===== config.mk =====
export PLATFORM = sky130hd
export DESIGN_NAME = alp_ctrl
export DESIGN_NICKNAME = d
export VERILOG_FILES = /design/src/hw/rtl/assert_macros.svh /design/src/hw/rtl/alp_pkg.sv /design/src/hw/rtl/alp_ctrl.sv
export SDC_FILE = /design/constraint.sdc
export NUM_CORES = 1
export LEC_CHECK = 0
export BUFFER_PORTS_ARGS = -buffer_cell sky130_fd_sc_hd__clkbuf_2
export CAP_MARGIN = 20
export CELL_PAD_IN_SITES_DETAIL_PLACEMENT = 1
export CELL_PAD_IN_SITES_GLOBAL_PLACEMENT = 2
export CORE_MARGIN = 5
export CORE_UTILIZATION = 32
export CTS_BUF_LIST = sky130_fd_sc_hd__clkbuf_4
export CTS_CLUSTER_DIAMETER = 60
export CTS_CLUSTER_SIZE = 8
export DETAILED_ROUTE_END_ITERATION = 12
export PLACE_DENSITY = 0.91
export SLEW_MARGIN = 25
export SYNTH_ARGS = -nofsm -noshare
export SYNTH_HDL_FRONTEND = slang
export SYNTH_SLANG_ARGS = --single-unit

===== constraint.sdc =====
create_clock -name clock -period 2.4 [get_ports clock]
set_clock_uncertainty 0.2 [all_clocks]
set_input_delay 0.24 -clock clock [delete_from_list [all_inputs] [get_ports clock]]
set_output_delay 0.24 -clock clock [all_outputs]
set_load 0.1 [all_outputs]

===== src/hw/rtl/assert_macros.svh =====
// ------------------------------------------------------------------------
// Assertion macros
// Shared concurrent assertion forms for the lookup block.
// ------------------------------------------------------------------------
`ifndef ASSERT_MACROS_SVH
`define ASSERT_MACROS_SVH

// same-cycle implication
`define ALP_ASSERT_IMPLY(label, clk, rst, ante, cons) \
   label: assert property (@(posedge clk) disable iff (rst) (ante) |-> (cons)) \
      else $error("assertion failed");

// next-cycle implication
`define ALP_ASSERT_NEXT(label, clk, rst, ante, cons) \
   label: assert property (@(posedge clk) disable iff (rst) (ante) |=> (cons)) \
      else $error("assertion failed");

`endif


===== src/hw/rtl/alp_pkg.sv =====
// ------------------------------------------------------------------------
// Arc-length lookup package
// Types, widths and codes shared by the lookup controller and datapath.
// ------------------------------------------------------------------------
package alp_pkg;

   localparam int TBL_DEPTH = 1024;
   localparam int IDX_W     = $clog2(TBL_DEPTH);
   localparam int PTS_W     = 11;
   localparam int LEN_W     = 32;
   localparam int FRAC_W    = 17;
   localparam int FBITS     = 16;
   localparam int WANT_W    = FRAC_W + LEN_W;
   localparam int Q1_BITS   = 18;
   localparam int Q2_BITS   = 17;
   localparam int T_W       = IDX_W + FBITS + 1;
   localparam int CNT_W     = $clog2(Q1_BITS);

   localparam logic [FRAC_W-1:0] FRAC_ONE = FRAC_W'(65536);

   localparam logic ACT_LOAD  = 1'b0;
   localparam logic ACT_QUERY = 1'b1;

   localparam logic STATUS_OK    = 1'b0;
   localparam logic STATUS_EMPTY = 1'b1;

   localparam logic [3:0] OP_NONE      = 4'd0;
   localparam logic [3:0] OP_LOAD      = 4'd1;
   localparam logic [3:0] OP_START     = 4'd2;
   localparam logic [3:0] OP_TOTAL     = 4'd3;
   localparam logic [3:0] OP_PROBE     = 4'd4;
   localparam logic [3:0] OP_CMP       = 4'd5;
   localparam logic [3:0] OP_BRACKET   = 4'd6;
   localparam logic [3:0] OP_LEFT      = 4'd7;
   localparam logic [3:0] OP_RIGHT     = 4'd8;
   localparam logic [3:0] OP_DIV1_INIT = 4'd9;
   localparam logic [3:0] OP_DIV_STEP  = 4'd10;
   localparam logic [3:0] OP_DIV2_INIT = 4'd11;
   localparam logic [3:0] OP_RESULT    = 4'd12;

   typedef struct packed {
      logic              action;
      logic [IDX_W-1:0]  entry_index;
      logic [LEN_W-1:0]  entry_length;
      logic [FRAC_W-1:0] distance_fraction;
   } req_type;

   typedef struct packed {
      logic [FRAC_W-1:0] time_fraction;
      logic [IDX_W-1:0]  bracket_index;
      logic              status;
   } rsp_type;

   typedef struct packed {
      logic [3:0] op;
   } cmd_type;

   typedef struct packed {
      logic empty;
      logic open;
      logic eq;
      logic div_skip;
      logic out_free;
   } sts_type;

endpackage


===== src/hw/rtl/alp_ctrl.sv =====
// ------------------------------------------------------------------------
// Lookup controller
// Sequences table loads, the binary search, both divisions and the result.
// ------------------------------------------------------------------------
module alp_ctrl import alp_pkg::*; (
   input  logic    clock,
   input  logic    reset,
   input  logic    req_valid,
   input  logic    req_action,
   output logic    req_ready,
   input  sts_type sts,
   output cmd_type cmd
);

   localparam logic [3:0] ST_IDLE    = 4'd0;
   localparam logic [3:0] ST_TOTAL   = 4'd1;
   localparam logic [3:0] ST_PROBE   = 4'd2;
   localparam logic [3:0] ST_CMP     = 4'd3;
   localparam logic [3:0] ST_BRACKET = 4'd4;
   localparam logic [3:0] ST_LEFT    = 4'd5;
   localparam logic [3:0] ST_RIGHT   = 4'd6;
   localparam logic [3:0] ST_D1INIT  = 4'd7;
   localparam logic [3:0] ST_D1      = 4'd8;
   localparam logic [3:0] ST_D2INIT  = 4'd9;
   localparam logic [3:0] ST_D2      = 4'd10;
   localparam logic [3:0] ST_RESULT  = 4'd11;

   logic [3:0]       state_ff, state_in;
   logic [CNT_W-1:0] cnt_ff, cnt_in;

   assign req_ready = (state_ff == ST_IDLE);

   always_comb begin
      state_in = state_ff;
      cnt_in   = cnt_ff;
      cmd.op   = OP_NONE;
      case (state_ff)
         ST_IDLE: begin
            if (req_valid) begin
               if (req_action == ACT_LOAD) begin
                  cmd.op = OP_LOAD;
               end else begin
                  cmd.op   = OP_START;
                  state_in = sts.empty ? ST_RESULT : ST_TOTAL;
               end
            end
         end
         ST_TOTAL: begin
            cmd.op   = OP_TOTAL;
            state_in = ST_PROBE;
         end
         ST_PROBE: begin
            if (sts.open) begin
               cmd.op   = OP_PROBE;
               state_in = ST_CMP;
            end else begin
               cmd.op   = OP_BRACKET;
               state_in = ST_LEFT;
            end
         end
         ST_CMP: begin
            cmd.op   = OP_CMP;
            state_in = sts.eq ? ST_BRACKET : ST_PROBE;
         end
         ST_BRACKET: begin
            cmd.op   = OP_BRACKET;
            state_in = ST_LEFT;
         end
         ST_LEFT: begin
            cmd.op   = OP_LEFT;
            state_in = ST_RIGHT;
         end
         ST_RIGHT: begin
            cmd.op   = OP_RIGHT;
            state_in = ST_D1INIT;
         end
         ST_D1INIT: begin
            cmd.op = OP_DIV1_INIT;
            if (sts.div_skip) begin
               state_in = ST_D2INIT;
            end else begin
               cnt_in   = CNT_W'(Q1_BITS - 1);
               state_in = ST_D1;
            end
         end
         ST_D1: begin
            cmd.op = OP_DIV_STEP;
            if (cnt_ff == '0) begin
               state_in = ST_D2INIT;
            end else begin
               cnt_in = cnt_ff - CNT_W'(1);
            end
         end
         ST_D2INIT: begin
            cmd.op   = OP_DIV2_INIT;
            cnt_in   = CNT_W'(Q2_BITS - 1);
            state_in = ST_D2;
         end
         ST_D2: begin
            cmd.op = OP_DIV_STEP;
            if (cnt_ff == '0) begin
               state_in = ST_RESULT;
            end else begin
               cnt_in = cnt_ff - CNT_W'(1);
            end
         end
         ST_RESULT: begin
            if (sts.out_free) begin
               cmd.op   = OP_RESULT;
               state_in = ST_IDLE;
            end
         end
         default: begin
            state_in = ST_IDLE;
         end
      endcase
   end

   always_ff @(posedge clock) begin
      if (reset) begin
         state_ff <= ST_IDLE;
         cnt_ff   <= '0;
      end else begin
         state_ff <= state_in;
         cnt_ff   <= cnt_in;
      end
   end

endmodule


==> flow_summary.json <==
{
  "fin_crit_ps": 2240,
  "netlist_instances": 99,
  "rr_worst_depth": 6,
  "clock_path_buffers": 2,
  "rows": 17,
  "synth-edff-count": 0,
  "drtPass1Iterations": 4,
  "ys_seq_elements": 9,
  "gp_congestion": 0.707,
  "grt_overflow_total": 0,
  "post-place-ws_ps": 422,
  "busiest_layer": "met2",
  "clockRootBuffer": "clkbuf_4",
  "fin_tns_setup_ps": 0,
  "routedWlPerCell_um": 15.6,
  "grt_setup_unrepaired": "no",
  "antenna_found_initial": 0,
  "grt_max_degree": 19,
  "cts.sinks": 9,
  "io_buffers": 13,
  "grt_usage": 0.144,
  "dr_total_vias": 806,
  "worstPathMaxFanout": 18,
  "setup.worst_path.end_class": "primary output",
  "io_pins": 14,
  "min_delay_path_depth": 3,
  "cts_hold_buf": 0,
  "relSlewSlack": 0.631,
  "setup_viol": 0,
  "drtIter0Drc": 7,
  "worstPathRequired_ps": 1960,
  "grt_pass1_wl_mm": 3.83,
  "post-cts-setup-buffers": 0,
  "p_total_mw": 1.04,
  "final_area_um2": 961,
  "route.detailed.drc": 0,
  "cts_tree": "yes",
  "hpwlAfterDp_mm": 1.75,
  "synthDistinctLibCells": 41,
  "dieArea_um2": 3480,
  "insertedDiodeCount": 0,
  "critPathArrivalTime_ps": 1800,
  "drtAntennaViolNets": 0,
  "clk_latency_ps": 270,
  "status": "complete, no violations",
  "worstSetupStartpointType": "register",
  "fill_cells": 291,
  "h-tree-depth": 1,
  "wl_mm": 2.19,
  "worst_slack_ps": 161,
  "layout_worst_path_cycle_share": 0.933,
  "peakVddDrop_v": 0.000662,
  "core_um2": 2250,
  "ys_async_sr_fraction": 0,
  "use_met1": 0.185,
  "seq_area_frac_synth": 0.235,
  "ys_warn_count": 0,
  "power_density_nw_per_um2": 1090,
  "p_leak_nw": 0.383,
  "die_h_um": 59.0,
  "path_clk_slew_ps": 60,
  "drive_gt1_frac": 0.304,
  "syn_avg_cell_area_um2": 7.76,
  "synth_area_um2": 768,
  "syn-num-nets": 109,
  "cts_resized": 0,
  "grt_pass1_vias": 808,
  "die_x_um": 59.0,
  "cts-buffers-inserted": 3,
  "hold_path.class": "in -> reg",
  "finalNetCount": 123,
  "max_cap_violations": 0,
  "fin_util": 0.426,
  "max_freq_mhz": 447,
  "crit_type": "reg -> out",
  "area_delta_synth_final_pct": 25.1,
  "tightest_slew_ps": 553,
  "grt.met2_usage": 0.240,
  "dpl_cell_area_um2": 930,
  "via_per_inst": 5.76,
  "gr-usage-met3": 0.0283,
  "start_util": 0.341,
  "ys.flop_type": "dfxtp_1",
  "slew_violations": 0,
  "hold_viol": 0
}
-- cell usage in the layout, fill, tap and decap left out, drive strengths merged, types with 2 or more instances in the layout --
cell and count:
a2111o 2, a211oi 5, a21oi 3, a22oi 3, buf 9, clkbuf 14, dfxtp 9, inv 6
nand2 10, nor2 6, nor3 8, nor3b 3, nor4 2, o2111ai 2, o211a 2, o21ai 2
o21bai 3, o22ai 3
-- cells in the mapped netlist, drive strengths merged (2+ instances only) --
library cell,number,area (µm²)
nor2,6,22.5
o22ai,3,18.8
nand2,10,37.5
clkbuf,2,7.51
nor3,8,45.0
nor3b,3,22.5
o211a,2,20.0
a21oi,3,15.0
inv,6,22.5
a22oi,3,22.5
o2111ai,2,17.5
o21ai,2,10.0
a2111o,2,22.5
dfxtp,9,180
buf,8,41.3
a211oi,5,37.5
o21bai,3,22.5
nor4,2,12.5
-- metal layers --
layer / wire length (µm) / part of all wire
met3: 58 / 0.027
met4: 37 / 0.017
met5: 0 / 0
met2: 1100 / 0.50
met1: 995 / 0.45
-- final cells by class --
cell class	instances	area [µm²]	share of cell area
sequential	9	181	0.189
multi-input combinational	74	549	0.572
timing repair buffer	19	143	0.148
tap	28	35.0	0.0365
inverter	6	22.5	0.0234
clock buffer	4	30.0	0.0312
-- sequential cells by signal, indices dropped and copies added (netlist names) --
signal and count:
state_ff 4, cnt_ff 5
-- power by group --
group / total, mW / internal (mW) / switching [mW]
clock network: 0.133 / 0.0756 / 0.0579
registers: 0.235 / 0.173 / 0.0619
logic: 0.676 / 0.218 / 0.458
-- stage by stage --
stage | hold slack, ps | instances
floorplan | 223 | 99
global placement | 349 | 136
detailed placement | 367 | 136
CTS | 82.3 | 140
global route | 104 | 140
finish | 88.5 | 140
-- worst max-delay path: stages, from the launching register on --
cell and delay [ps]:
dfxtp_1 670, nor2_1 180, a31oi_1 260, o21ai_2 60, clkbuf_2 360
-- worst paths after layout --
check	start	endpoint	slack, ps
worst max-delay path	state_ff[2]	cmd[0]	160
worst min-delay path	sts[0]	state_ff[0]	90
worst max register to register	cnt_ff[0]	state_ff[1]	380
worst min register to register	cnt_ff[1]	cnt_ff[3]	400
-- cells by family after synthesis --
family / count (synthesis) / share of synthesized area
adder cells (fa/ha/maj): 1 / 0.0163
XOR/XNOR: 1 / 0.0114
buffers and inverters: 16 / 0.0928
flip-flops: 9 / 0.235
AND/OR/NAND/NOR: 38 / 0.296
AO/OA/AOI/OAI: 34 / 0.349
(Power assumes the default switching activity.)
